`src/rtl/core/int_to_radix_ascii_unit_assert.svh`:
```
// Assertion macros for the radix conversion unit.
`ifndef INT_TO_RADIX_ASCII_UNIT_ASSERT_SVH
`define INT_TO_RADIX_ASCII_UNIT_ASSERT_SVH
`ifndef SYNTHESIS
`define I2RA_ASSERT_IMPL(label, clk, rst, ante, cons) \
   label: assert property (@(posedge clk) disable iff (rst) (ante) |-> (cons)) \
      else $error("i2ra: implication check failed");
`define I2RA_ASSERT_NEXT(label, clk, rst, ante, cons) \
   label: assert property (@(posedge clk) disable iff (rst) (ante) |=> (cons)) \
      else $error("i2ra: next-cycle check failed");
`else
`define I2RA_ASSERT_IMPL(label, clk, rst, ante, cons)
`define I2RA_ASSERT_NEXT(label, clk, rst, ante, cons)
`endif
`endif

```
`src/rtl/core/i2ra_pkg.sv`:
```
`default_nettype none
package i2ra_pkg;

   localparam int DEFAULT_VALUE_WIDTH = 32;
   // quotient bits resolved per divider cycle
   localparam int STEP_BITS = 8;
   localparam int RADIX_WIDTH = 6;
   localparam int CHAR_WIDTH = 7;

   typedef logic [RADIX_WIDTH-1:0] digit_type;
   typedef logic [CHAR_WIDTH-1:0] char_type;

   localparam digit_type RADIX_RESET = 6'd10;
   localparam digit_type RADIX_MIN = 6'd2;
   localparam digit_type RADIX_MAX = 6'd36;
   localparam digit_type DECIMAL_DIGITS = 6'd10;
   localparam char_type ASCII_ZERO = 7'h30;
   localparam char_type ASCII_LETTER_A = 7'h41;
   localparam char_type ASCII_MINUS = 7'h2D;

   // clamp the programmed base into 2..36
   function automatic digit_type effective_radix(input digit_type raw);
      digit_type result;
      if (raw < RADIX_MIN) begin
         result = RADIX_MIN;
      end else if (raw > RADIX_MAX) begin
         result = RADIX_MAX;
      end else begin
         result = raw;
      end
      return result;
   endfunction

   function automatic char_type digit_char(input digit_type d);
      char_type result;
      if (d < DECIMAL_DIGITS) begin
         result = ASCII_ZERO + char_type'(d);
      end else begin
         result = ASCII_LETTER_A + char_type'(d - DECIMAL_DIGITS);
      end
      return result;
   endfunction

endpackage
`default_nettype wire

```
`src/rtl/core/int_to_radix_ascii_unit.sv`:
```
`default_nettype none
// Flow: the item is taken in idle, then each digit is divided out in the shared
// divider (8 quotient bits per cycle) and written to the digit store, then each
// digit character is read from the digit store and then shown, after a leading
// '-' for a negative value. One item at a time; req_stall stays high until the
// last character is taken.
// Reset (synchronous, active high) returns to idle with radix 10.
module int_to_radix_ascii_unit #(
   parameter int VALUE_WIDTH = i2ra_pkg::DEFAULT_VALUE_WIDTH
) (
   input  wire                          clock,
   input  wire                          reset,
   input  wire                          req_valid,
   output logic                         req_stall,
   input  wire signed [VALUE_WIDTH-1:0] req_value,
   output logic                         rsp_valid,
   input  wire                          rsp_stall,
   output i2ra_pkg::char_type           rsp_character,
   output logic                         rsp_last,
   input  wire                          csr_write_enable,
   input  wire i2ra_pkg::digit_type     csr_write_data
);

   localparam int STEPS = (VALUE_WIDTH + i2ra_pkg::STEP_BITS - 1) / i2ra_pkg::STEP_BITS;
   localparam int PAD_W = STEPS * i2ra_pkg::STEP_BITS;
   localparam int STEP_CNT_W = (STEPS > 1) ? $clog2(STEPS) : 1;
   localparam int COUNT_W = $clog2(VALUE_WIDTH + 1);
   localparam int ADDR_W = $clog2(VALUE_WIDTH);

   typedef enum logic [4:0] {
      ST_IDLE   = 5'b00001,
      ST_DIVIDE = 5'b00010,
      ST_SIGN   = 5'b00100,
      ST_FETCH  = 5'b01000,
      ST_SHOW   = 5'b10000
   } state_type;

   state_type                 state_ff, state_in;
   i2ra_pkg::digit_type       radix_ff, radix_in;
   logic                      neg_ff, neg_in;
   logic [COUNT_W-1:0]        count_ff, count_in;
   logic [STEP_CNT_W-1:0]     step_ff, step_in;
   logic [PAD_W-1:0]          work_ff, work_in;
   i2ra_pkg::digit_type       rem_ff, rem_in;
   i2ra_pkg::digit_type       rd_data_ff;

   i2ra_pkg::digit_type       digit_mem [VALUE_WIDTH];

   logic                      req_accept;
   logic                      rsp_accept;
   logic [VALUE_WIDTH-1:0]    magnitude;
   logic [i2ra_pkg::STEP_BITS-1:0] quo;
   i2ra_pkg::digit_type       rem_next;
   logic [PAD_W-1:0]          work_shift;
   logic                      last_step;
   logic                      dig_we;
   logic [COUNT_W-1:0]        count_dec;
   logic [ADDR_W-1:0]         rd_addr;

   i2ra_div_step u_div_step (
      .base    (i2ra_pkg::effective_radix(radix_ff)),
      .rem_in  (rem_ff),
      .chunk   (work_ff[PAD_W-1 -: i2ra_pkg::STEP_BITS]),
      .quo     (quo),
      .rem_out (rem_next)
   );

   assign req_stall  = (state_ff != ST_IDLE);
   assign req_accept = req_valid && !req_stall;
   assign rsp_valid  = (state_ff == ST_SIGN) || (state_ff == ST_SHOW);
   assign rsp_accept = rsp_valid && !rsp_stall;
   assign rsp_last   = (state_ff == ST_SHOW) && (count_ff == COUNT_W'(1));
   assign rsp_character = (state_ff == ST_SIGN) ? i2ra_pkg::ASCII_MINUS
                                                : i2ra_pkg::digit_char(rd_data_ff);

   assign magnitude  = req_value[VALUE_WIDTH-1] ? (~req_value + 1'b1) : req_value;
   assign work_shift = (work_ff << i2ra_pkg::STEP_BITS) | PAD_W'(quo);
   assign last_step  = (step_ff == STEP_CNT_W'(STEPS - 1));
   assign dig_we     = (state_ff == ST_DIVIDE) && last_step;
   assign count_dec  = count_ff - COUNT_W'(1);
   assign rd_addr    = count_dec[ADDR_W-1:0];

   always_comb begin
      state_in = state_ff;
      radix_in = csr_write_enable ? csr_write_data : radix_ff;
      neg_in   = neg_ff;
      count_in = count_ff;
      step_in  = step_ff;
      work_in  = work_ff;
      rem_in   = rem_ff;
      case (state_ff)
         ST_IDLE: begin
            if (req_accept) begin
               neg_in   = req_value[VALUE_WIDTH-1];
               work_in  = PAD_W'(magnitude);
               rem_in   = '0;
               count_in = '0;
               step_in  = '0;
               state_in = ST_DIVIDE;
            end
         end
         ST_DIVIDE: begin
            work_in = work_shift;
            if (last_step) begin
               // digit done: rem_next is written to the store this cycle
               count_in = count_ff + COUNT_W'(1);
               step_in  = '0;
               rem_in   = '0;
               if (work_shift == '0) begin
                  state_in = neg_ff ? ST_SIGN : ST_FETCH;
               end
            end else begin
               step_in = step_ff + STEP_CNT_W'(1);
               rem_in  = rem_next;
            end
         end
         ST_SIGN: begin
            if (rsp_accept) begin
               state_in = ST_FETCH;
            end
         end
         ST_FETCH: begin
            state_in = ST_SHOW;
         end
         ST_SHOW: begin
            if (rsp_accept) begin
               count_in = count_dec;
               state_in = rsp_last ? ST_IDLE : ST_FETCH;
            end
         end
         default: begin
            state_in = ST_IDLE;
         end
      endcase
   end

   always_ff @(posedge clock) begin
      if (reset) begin
         state_ff <= ST_IDLE;
         radix_ff <= i2ra_pkg::RADIX_RESET;
         neg_ff   <= 1'b0;
         count_ff <= '0;
         step_ff  <= '0;
      end else begin
         state_ff <= state_in;
         radix_ff <= radix_in;
         neg_ff   <= neg_in;
         count_ff <= count_in;
         step_ff  <= step_in;
      end
   end

   always_ff @(posedge clock) begin
      if (reset) begin
         work_ff <= '0;
         rem_ff  <= '0;
      end else begin
         work_ff <= work_in;
         rem_ff  <= rem_in;
      end
   end

   always_ff @(posedge clock) begin
      if (dig_we) begin
         digit_mem[count_ff[ADDR_W-1:0]] <= rem_next;
      end
      if (state_ff == ST_FETCH) begin
         rd_data_ff <= digit_mem[rd_addr];
      end
   end

`include "int_to_radix_ascii_unit_assert.svh"

   `I2RA_ASSERT_IMPL(a_busy_while_emit, clock, reset, rsp_valid, req_stall)
   `I2RA_ASSERT_IMPL(a_count_bound, clock, reset, 1'b1, count_ff <= COUNT_W'(VALUE_WIDTH))
   `I2RA_ASSERT_IMPL(a_show_has_digit, clock, reset, state_ff == ST_SHOW, count_ff != '0)
   `I2RA_ASSERT_NEXT(a_last_frees, clock, reset, rsp_accept && rsp_last, !req_stall)

endmodule
`default_nettype wire

```
`src/rtl/core/i2ra_div_step.sv`:
```
`default_nettype none
// One chunk of long division by a small base: STEP_BITS restoring steps
// on a remainder that always stays below the base.
module i2ra_div_step (
   input  wire i2ra_pkg::digit_type        base,
   input  wire i2ra_pkg::digit_type        rem_in,
   input  wire [i2ra_pkg::STEP_BITS-1:0]   chunk,
   output logic [i2ra_pkg::STEP_BITS-1:0]  quo,
   output i2ra_pkg::digit_type             rem_out
);

   logic [i2ra_pkg::RADIX_WIDTH:0] trial;
   i2ra_pkg::digit_type             r;

   always_comb begin
      r = rem_in;
      quo = '0;
      trial = '0;
      for (int i = 0; i < i2ra_pkg::STEP_BITS; i++) begin
         trial = {r, chunk[i2ra_pkg::STEP_BITS-1-i]};
         if (trial >= {1'b0, base}) begin
            trial = trial - {1'b0, base};
            quo[i2ra_pkg::STEP_BITS-1-i] = 1'b1;
         end
         r = trial[i2ra_pkg::RADIX_WIDTH-1:0];
      end
      rem_out = r;
   end

endmodule
`default_nettype wire

```
`config.mk`:
```
export PLATFORM = sky130hd
export DESIGN_NAME = int_to_radix_ascii_unit
export DESIGN_NICKNAME = d
export VERILOG_FILES = /design/src/rtl/core/i2ra_pkg.sv /design/src/rtl/core/int_to_radix_ascii_unit.sv /design/src/rtl/core/i2ra_div_step.sv
export VERILOG_INCLUDE_DIRS = /design/src /design/src/rtl/core
export SDC_FILE = /design/constraint.sdc
export NUM_CORES = 1
export LEC_CHECK = 0
export BUFFER_PORTS_ARGS = -buffer_cell sky130_fd_sc_hd__buf_2
export CAP_MARGIN = 10
export CORE_MARGIN = 1.5
export CORE_UTILIZATION = 45
export DETAILED_ROUTE_END_ITERATION = 8
export PLACE_DENSITY_LB_ADDON = 0.1
export SLEW_MARGIN = 0
export SYNTH_ARGS = -nofsm -noshare
export SYNTH_HDL_FRONTEND = slang
export SYNTH_SLANG_ARGS = --single-unit
```
`constraint.sdc`:
```
create_clock -name clock -period 21.1 [get_ports clock]
set_input_delay 1.055 -clock clock [delete_from_list [all_inputs] [get_ports clock]]
set_output_delay 1.055 -clock clock [all_outputs]
set_load 0.05 [all_outputs]
```
==> results of run 1 <==
==> layout by cell type (no fill, tap or decap), types with 17 or more instances in the layout <==
master | Yosys | final
xnor2_1 | 30 | 29
inv_1 | 49 | 49
nor2_1 | 123 | 121
nor3_1 | 19 | 19
o21ai_0 | 47 | 46
ha_1 | 57 | 56
nand2_1 | 96 | 96
nand3_1 | 20 | 20
a21oi_1 | 50 | 50
dfxtp_1 | 58 | 57
a21o_1 | 18 | 18
a22oi_1 | 19 | 19
edfxtp_1 | 198 | 198
mux4_2 | 60 | 60
clkbuf_16 | 0 | 27
mux2_2 | 17 | 17
buf_2 | 3 | 52
xor2_1 | 28 | 28
==> stage by stage <==
step,std cells,hold slack (ns),instance area [sq um],utilization [%]
5_1_grt,1621,0.5187,15520,50.89
6_report,1621,0.4751,15520,50.89
4_1_cts,1621,0.4800,15520,50.87
2_1_floorplan,1155,0.4462,13900,-
3_5_place_dp,1571,0.4718,14610,47.87
3_3_place_gp,1571,0.4630,14610,47.87
==> flip-flops by register name, summed over array words and instances (netlist names) <==
| signal | cells |
|---|---|
| count_ff | 6 |
| digit_mem | 192 |
| state_ff | 5 |
| rd_data_ff | 6 |
| neg_ff | 1 |
| rem_ff | 6 |
| radix_ff | 6 |
| work_ff | 32 |
| step_ff | 2 |
==> area by class of cell <==
| cell class | count | share of cell area (%) |
|---|---|---|
| inverters | 49 | 1.185 |
| clock buffers | 39 | 5.045 |
| well taps | 396 | 3.191 |
| clock inverters | 11 | 0.8462 |
| flip-flops and latches | 256 | 45.80 |
| multi-input cells | 805 | 41.63 |
| repair buffers | 65 | 2.305 |
==> kinds of logic (layout without fill, tap and decap cells) <==
group           Yosys count  after routing  synth area share (%)
xor+xnor                 58             58                 3.653
mux                      88             88                 11.89
compound gates          255            255                 13.20
flops                   256            256                 51.11
buf+inv                  94            164                 2.565
simple gates            339            339                 11.30
fa+ha+maj                65             65                 6.281
==> worst max-delay path by stage <==
stage                              from                    endpoint  slack [ns]
2_1_floorplan  radix_ff[4]$_SDFFE_PP0P_   digit_mem[0][3]$_DFFE_PP_        4.24
3_3_place_gp   radix_ff[5]$_SDFFE_PP0P_  digit_mem[12][1]$_DFFE_PP_        2.29
3_5_place_dp   radix_ff[5]$_SDFFE_PP0P_  digit_mem[14][1]$_DFFE_PP_        1.76
4_1_cts        radix_ff[5]$_SDFFE_PP0P_   digit_mem[4][1]$_DFFE_PP_        1.71
5_1_grt        radix_ff[5]$_SDFFE_PP0P_   digit_mem[4][5]$_DFFE_PP_        0.18
6_report       radix_ff[5]$_SDFFE_PP0P_   digit_mem[4][5]$_DFFE_PP_        1.85
==> worst min-delay path, cell delays in order, from the launching register on <==
cell	delay, ns
dfxtp_1	0.31
nand3_1	0.06
a21oi_1	0.06
==> per-layer routing <==
layer / GRT usage [%] / routed length [um]
met1: 32.46 / 16260
met5: 0 / 0
met2: 33.56 / 15370
met4: 4.167 / 561
met3: 3.774 / 2098
==> results.md, run 1 <==
- CP endpoint kind: flop
- Sink Count: 256
- Starting DRT DRC Count: 765
- 1st-pass router iterations: 5
- Crit Path Class: reg -> reg
- F_max: 0.05194 GHz
- Syn Area/Cell: 12.04 sq um
- Startpoint Class: flop
- CP max stage delay: 0.77 ns
- Final worst slack: 1.848 ns
- Unrepaired setup endpoints after global routing: false
- Nets: 1312
- Post-Syn Area: 13900 sq um
- Worst path slowest cell: mux2_2
- DRC: 0
- Reg-to-reg startpoint: radix_ff[5]$_SDFFE_PP0P_
- Post-synth cell types: 76
- CP required: 21.35 ns
- Die area: 31960 sq um
- Die Ht: 178.8 um
- Endpoint of the worst hold path: step_ff[1]$_SDFFE_PP0P_
- Async set or reset register ratio after synthesis: 0%
- Most used DFF post-synth: edfxtp_1
- Maximum root-to-sink buffer count: 3
- Final Max Slew Viols: 0
- Top cells by area, synth: edfxtp_1, mux4_2, dfxtp_1, ha_1, nor2_1
- Yosys top cell area share: 42.76%
- Mapped Cells: 1155
- Clock transition at path regs: 0.06 ns
- Fin crit share: 91.24%
- Count leader, synth: edfxtp_1
- Setup TNS: 0 ns
- Setup bufs post-CTS: 0
- Area of the multi-input gates: 6462 sq um
- Max-slew headroom: 29.41%
- Worst Hold Depth: 2
- Worst min path class: reg -> reg
- Final min period: 19.25 ns
- Cell taking the most area after synthesis: edfxtp_1
- Register-to-Register Path Depth: 77
- Dpl ws: 1.758 ns
- Largest net degree at the start of global routing: 56
- Die outline width: 178.8 um
- Most frequent cells after synthesis: edfxtp_1, nor2_1, nand2_1
- WL final: 34.29 mm
- Rows: 64
- TritonCTS clock tree: yes
- Clk_skew: 0.01748 ns
- Gr ovfl total: 0
- Outcome: completed
- Sequential share of the synthesized area: 51.11%
- Max_cap viols: 0
- Port Buffers: 52
- Least-Margin Pin Slew: 1.051 ns
- Crit Reg-Reg Endpoint: digit_mem[4][5]$_DFFE_PP_
- Number of global-route vias before repair: 9116
- CTS H-tree depth: 1
- #FFs+latches synth: 256
- Final hold vios: 0
- Final antenna-violating net count: 0
- Max Fanout on Critical Path: 32
- Post-DP HPWL: 24.20 mm
- Ports: 53
- First-pass GRT wire length: 52.76 mm
- Vias per std cell: 5.913
- CTS Root Cell: clkbuf_16
- CP Data Arrival Time: 19.50 ns
- N_diodes: 0
- Worst skew pair latency: 0.55 ns
- Initial Utilization: 45.57%
- RD Place Congestion: 0.9350
- Num CTS Buffers: 27
- Area growth, synth to finish: 11.65%
- Synthesized Nets: 1263
- # setup viols final: 0
- Critical path depth: 77
- Warnings, synthesis: 0
- Wire length per cell: 21.15 um
- Core area: 30510 sq um
- CP bufs+invs: 6
- Fillers: 2696
- HP Start: step_ff[1]$_SDFFE_PP0P_
- Post-synth EDFFs: 198
- Post-CTS Hold Fix Bufs: 0
- Routed vias: 9585
- Reg area: 7111 sq um
- Share of post-route cells with drive strength above 1: 17.88%
- Reg2reg setup slack: 1.85 ns
- Tot GR Track Use: 21.79%
- Largest delay share family, worst path: compound AO/OA/AOI/OAI gates
- Initial antenna violation count: 0
- Post_cts resized: 0
Power of run 1 is left out: the tool's default activity adds up to more than one toggle a clock period on the data nets, which glitch-free logic cannot reach.
==> inputs of run 2 (changes only) <==
--- a/config.mk
+++ b/config.mk
@@ -8,8 +8,10 @@
 export LEC_CHECK = 0
 export BUFFER_PORTS_ARGS = -buffer_cell sky130_fd_sc_hd__buf_2
 export CAP_MARGIN = 10
+export CELL_PAD_IN_SITES_DETAIL_PLACEMENT = 0
+export CELL_PAD_IN_SITES_GLOBAL_PLACEMENT = 2
 export CORE_MARGIN = 1.5
-export CORE_UTILIZATION = 45
+export CORE_UTILIZATION = 43
 export DETAILED_ROUTE_END_ITERATION = 8
 export PLACE_DENSITY_LB_ADDON = 0.1
 export SLEW_MARGIN = 0
==> constraint.sdc (replaced) <==
create_clock -name clock -period 21.1 [get_ports clock]
set_input_delay 4.22 -clock clock [delete_from_list [all_inputs] [get_ports clock]]
set_output_delay 4.22 -clock clock [all_outputs]
set_load 0.05 [all_outputs]
==> results.md, run 2 (same netlist as run 1, synthesis figures left out) <==
- # setup viols final: 0
- Critical Path Start: radix_ff[2]$_SDFFE_PP0P_
- HP Start: step_ff[1]$_SDFFE_PP0P_
- Maximum root-to-sink buffer count: 3
- Largest net degree at the start of global routing: 56
- Outcome: completed
- First-pass GRT wire length: 54.34 mm
- Ports: 53
- Port Buffers: 52
- Max-slew headroom: 29.90%
- Final worst slack: 1.862 ns
- Rows: 65
- Final min period: 19.24 ns
- Worst path slowest cell: a211o_2
- TritonCTS clock tree: yes
- Gr ovfl total: 0
- Share of post-route cells with drive strength above 1: 17.80%
- RD Place Congestion: 0.8991
- Max_cap viols: 0
- Worst min path class: reg -> reg
- CP required: 21.53 ns
- Crit Path Class: reg -> reg
- Initial Utilization: 43.84%
- Post-CTS Hold Fix Bufs: 0
- 1st-pass router iterations: 5
- Worst skew pair latency: 0.55 ns
- Die area: 33420 sq um
- Fillers: 2827
- Num CTS Buffers: 27
- CTS H-tree depth: 1
- Wire length per cell: 21.57 um
- CP Data Arrival Time: 19.67 ns
- N_diodes: 0
- Commonest non-fill, non-tap cell in the layout: edfxtp_1
- Least-Margin Pin Slew: 1.052 ns
- CTS Root Cell: clkbuf_16
- Vias per std cell: 5.834
- Starting DRT DRC Count: 776
- Final Max Slew Viols: 0
- Fin crit share: 91.18%
- Largest register FFs: 192
- Tot GR Track Use: 21.35%
- Die outline width: 182.8 um
- Post-DP HPWL: 24.96 mm
- DRC: 0
- Max Fanout on Critical Path: 33
- Clock transition at path regs: 0.07 ns
- Area growth, synth to finish: 11.54%
- Post_cts resized: 0
- Number of global-route vias before repair: 9207
- Final antenna-violating net count: 0
- Routed vias: 9492
- Sink Count: 256
- Die Ht: 182.8 um
- Reg-to-reg startpoint: radix_ff[2]$_SDFFE_PP0P_
- Startpoint Class: flop
- Initial antenna violation count: 1
- Clk_skew: 0.01554 ns
- Core area: 31720 sq um
- Dpl cells: 1578
- Most frequent cells in the layout: edfxtp_1, nor2_1, nand2_1
- Setup bufs post-CTS: 0
- CP max stage delay: 0.51 ns
- F_max: 0.05198 GHz
- Unrepaired setup endpoints after global routing: false
- Dpl ws: 1.375 ns
- Non-Filler Instances: 1627
- CP endpoint kind: flop
- Final hold vios: 0
- Nets: 1313
- WL final: 35.10 mm
- Setup TNS: 0 ns
-- run 2: layer usage --
layer  global-route usage [%]  routed length [um]  vias up
li1                         -                   -     4541
met1                    33.16               17430     4710
met2                    32.35               15630      206
met3                    2.601                1541       35
met4                    3.934                 499        0
met5                        0                   0        -
-- run 2: area by class of cell --
| cell class | instances | area [sq um] | area share [%] |
|---|---|---|---|
| multi-input combinational | 805 | 6471 | 41.73 |
| clock buffer | 34 | 701.9 | 4.526 |
| sequential | 256 | 7111 | 45.85 |
| clock inverter | 15 | 168.9 | 1.089 |
| inverter | 49 | 187.7 | 1.210 |
| tap | 402 | 503.0 | 3.243 |
| timing repair buffer | 66 | 365.4 | 2.356 |
-- run 2: worst paths after layout --
kind | depth (start not counted) | to | slack (ns)
setup / recovery | 78 | rem_ff[1]$_SDFFE_PP0P_ | 1.86
hold / removal | 2 | step_ff[1]$_SDFFE_PP0P_ | 0.48
setup reg to reg | 78 | rem_ff[1]$_SDFFE_PP0P_ | 1.86
hold reg to reg | 2 | step_ff[1]$_SDFFE_PP0P_ | 0.48
-- run 2: worst max-delay path: cells and delay by family, from the launching register on --
| family | cells | cell delay [ns] |
|---|---|---|
| mux | 2 | 0.76 |
| simple gates | 20 | 3.95 |
| flops | 1 | 0.33 |
| compound gates | 41 | 10.80 |
| fa+ha+maj | 9 | 2.68 |
| buf+inv | 5 | 0.45 |
| xor+xnor | 1 | 0.09 |
-- run 2: through the flow --
step	cell area (sq um)	hold WS [ns]	utilization [%]
finish	15510	0.4753	48.90
global route	15510	0.4915	48.90
CTS	15490	0.4758	48.85
detailed placement	14620	0.4674	46.10
global placement	14620	0.4618	46.10
floorplan	13900	0.4462	-
Power of run 2 is left out for the same reason.
==> inputs of run 3 (changes only) <==
--- a/config.mk
+++ b/config.mk
@@ -14,6 +14,7 @@
 export CORE_UTILIZATION = 43
 export DETAILED_ROUTE_END_ITERATION = 8
 export PLACE_DENSITY_LB_ADDON = 0.1
+export RECOVER_POWER = 25
 export SLEW_MARGIN = 0
 export SYNTH_ARGS = -nofsm -noshare
 export SYNTH_HDL_FRONTEND = slang
==> results.md, run 3 (same netlist as run 1, synthesis figures left out) <==
- N_diodes: 0
- CTS Root Cell: clkbuf_16
- Worst min path class: reg -> reg
- Dpl cells: 1578
- Met2 Track Usage GR: 32.35%
- Fin crit share: 91.17%
- Most frequent cells in the layout: edfxtp_1, nor2_1, nand2_1
- GRT met1 Usage: 33.16%
- CP required: 21.53 ns
- Startpoint Class: flop
- Setup TNS: 0 ns
- Met3 Usage GRT: 2.601%
- DRC: 0
- Least-Margin Pin Slew: 1.811 ns
- Maximum root-to-sink buffer count: 3
- CTS H-tree depth: 1
- Clock transition at path regs: 0.07 ns
- Wire length per cell: 21.58 um
- Max-slew headroom: -20.76%
- Vias per std cell: 5.835
- Max Fanout on Critical Path: 33
- Setup bufs post-CTS: 0
- Non-Filler Instances: 1627
- Port Buffers: 52
- Worst path slowest cell: a211o_2
- Tot GR Track Use: 21.35%
- Die Ht: 182.8 um
- Final Max Slew Viols: 39
- RD Place Congestion: 0.8991
- CP endpoint kind: flop
- Clk_skew: 0.01550 ns
- Worst skew pair latency: 0.55 ns
- Gr ovfl total: 0
- Post_cts resized: 0
- Core area: 31720 sq um
- CP bufs+invs: 5
- Outcome: finished with violations
- Starting DRT DRC Count: 777
- Nets: 1313
- Area of the multi-input gates: 6471 sq um
- # setup viols final: 0
- Die area: 33420 sq um
- Final worst slack: 1.863 ns
- Busiest grt layer: met1
- Share of post-route cells with drive strength above 1: 17.71%
- Sink Count: 256
- Routed vias: 9494
- Post-CTS Hold Fix Bufs: 0
- Ports: 53
- Failing checks: capacitance limit, slew limit
- Crit Path Class: reg -> reg
- Reg area: 7111 sq um
- Dpl ws: 1.375 ns
- Largest register FFs: 192
- Initial Utilization: 43.84%
- Initial antenna violation count: 1
- F_max: 0.05198 GHz
- TritonCTS clock tree: yes
- Num CTS Buffers: 27
- Max_cap viols: 1
- Unrepaired setup endpoints after global routing: false
- Number of global-route vias before repair: 9207
- Commonest non-fill, non-tap cell in the layout: edfxtp_1
- Largest delay share family, worst path: compound AO/OA/AOI/OAI gates
- Final antenna-violating net count: 0
- Area growth, synth to finish: 11.51%
- Final hold vios: 0
- Rows: 65
- Post-DP HPWL: 24.96 mm
- First-pass GRT wire length: 54.34 mm
- CP Data Arrival Time: 19.67 ns
- CP max stage delay: 0.51 ns
- WL final: 35.11 mm
- Fillers: 2827
- Die outline width: 182.8 um
- Largest net degree at the start of global routing: 56
- Final min period: 19.24 ns
- 1st-pass router iterations: 5
[run 3: worst reg2reg max path, delay by kind of cell, from the launching register on]
kind / cells / cell delay [ns]
AOI/OAI and AO/OA: 41 / 10.83
and+or+nand+nor: 20 / 3.95
adders and majority gates: 9 / 2.69
muxes: 2 / 0.76
buffers and inverters: 5 / 0.45
DFF: 1 / 0.33
xor gates and xnor gates: 1 / 0.09
[run 3: final cells by class]
class	instances	share of cell area, %
sequential	256	45.86
multi-input combinational	805	41.74
clock buffer	34	4.527
tap	402	3.244
timing repair buffer	66	2.332
inverter	49	1.210
clock inverter	15	1.089
[run 3: per-stage QoR]
stage | instance area, sq um | hold slack [ns] | utilization, %
2_1_floorplan | 13900 | 0.4462 | -
3_3_place_gp | 14620 | 0.4618 | 46.10
3_5_place_dp | 14620 | 0.4674 | 46.10
4_1_cts | 15490 | 0.4758 | 48.85
5_1_grt | 15500 | 0.4915 | 48.88
6_report | 15500 | 0.4753 | 48.88
[run 3: final timing paths]
kind / from / endpoint / slack (ns) / cells after the start
max: radix_ff[2]$_SDFFE_PP0P_ / rem_ff[1]$_SDFFE_PP0P_ / 1.86 / 78
min: step_ff[1]$_SDFFE_PP0P_ / step_ff[1]$_SDFFE_PP0P_ / 0.48 / 2
max reg2reg: radix_ff[2]$_SDFFE_PP0P_ / rem_ff[1]$_SDFFE_PP0P_ / 1.86 / 78
min reg2reg: step_ff[1]$_SDFFE_PP0P_ / step_ff[1]$_SDFFE_PP0P_ / 0.48 / 2
[run 3: layer usage]
metal / share of wire [%] / wire, um
met1: 50 / 17460
met2: 44 / 15620
met3: 4.4 / 1532
met4: 1.4 / 499
met5: 0 / 0
Power of run 3 is left out for the same reason.
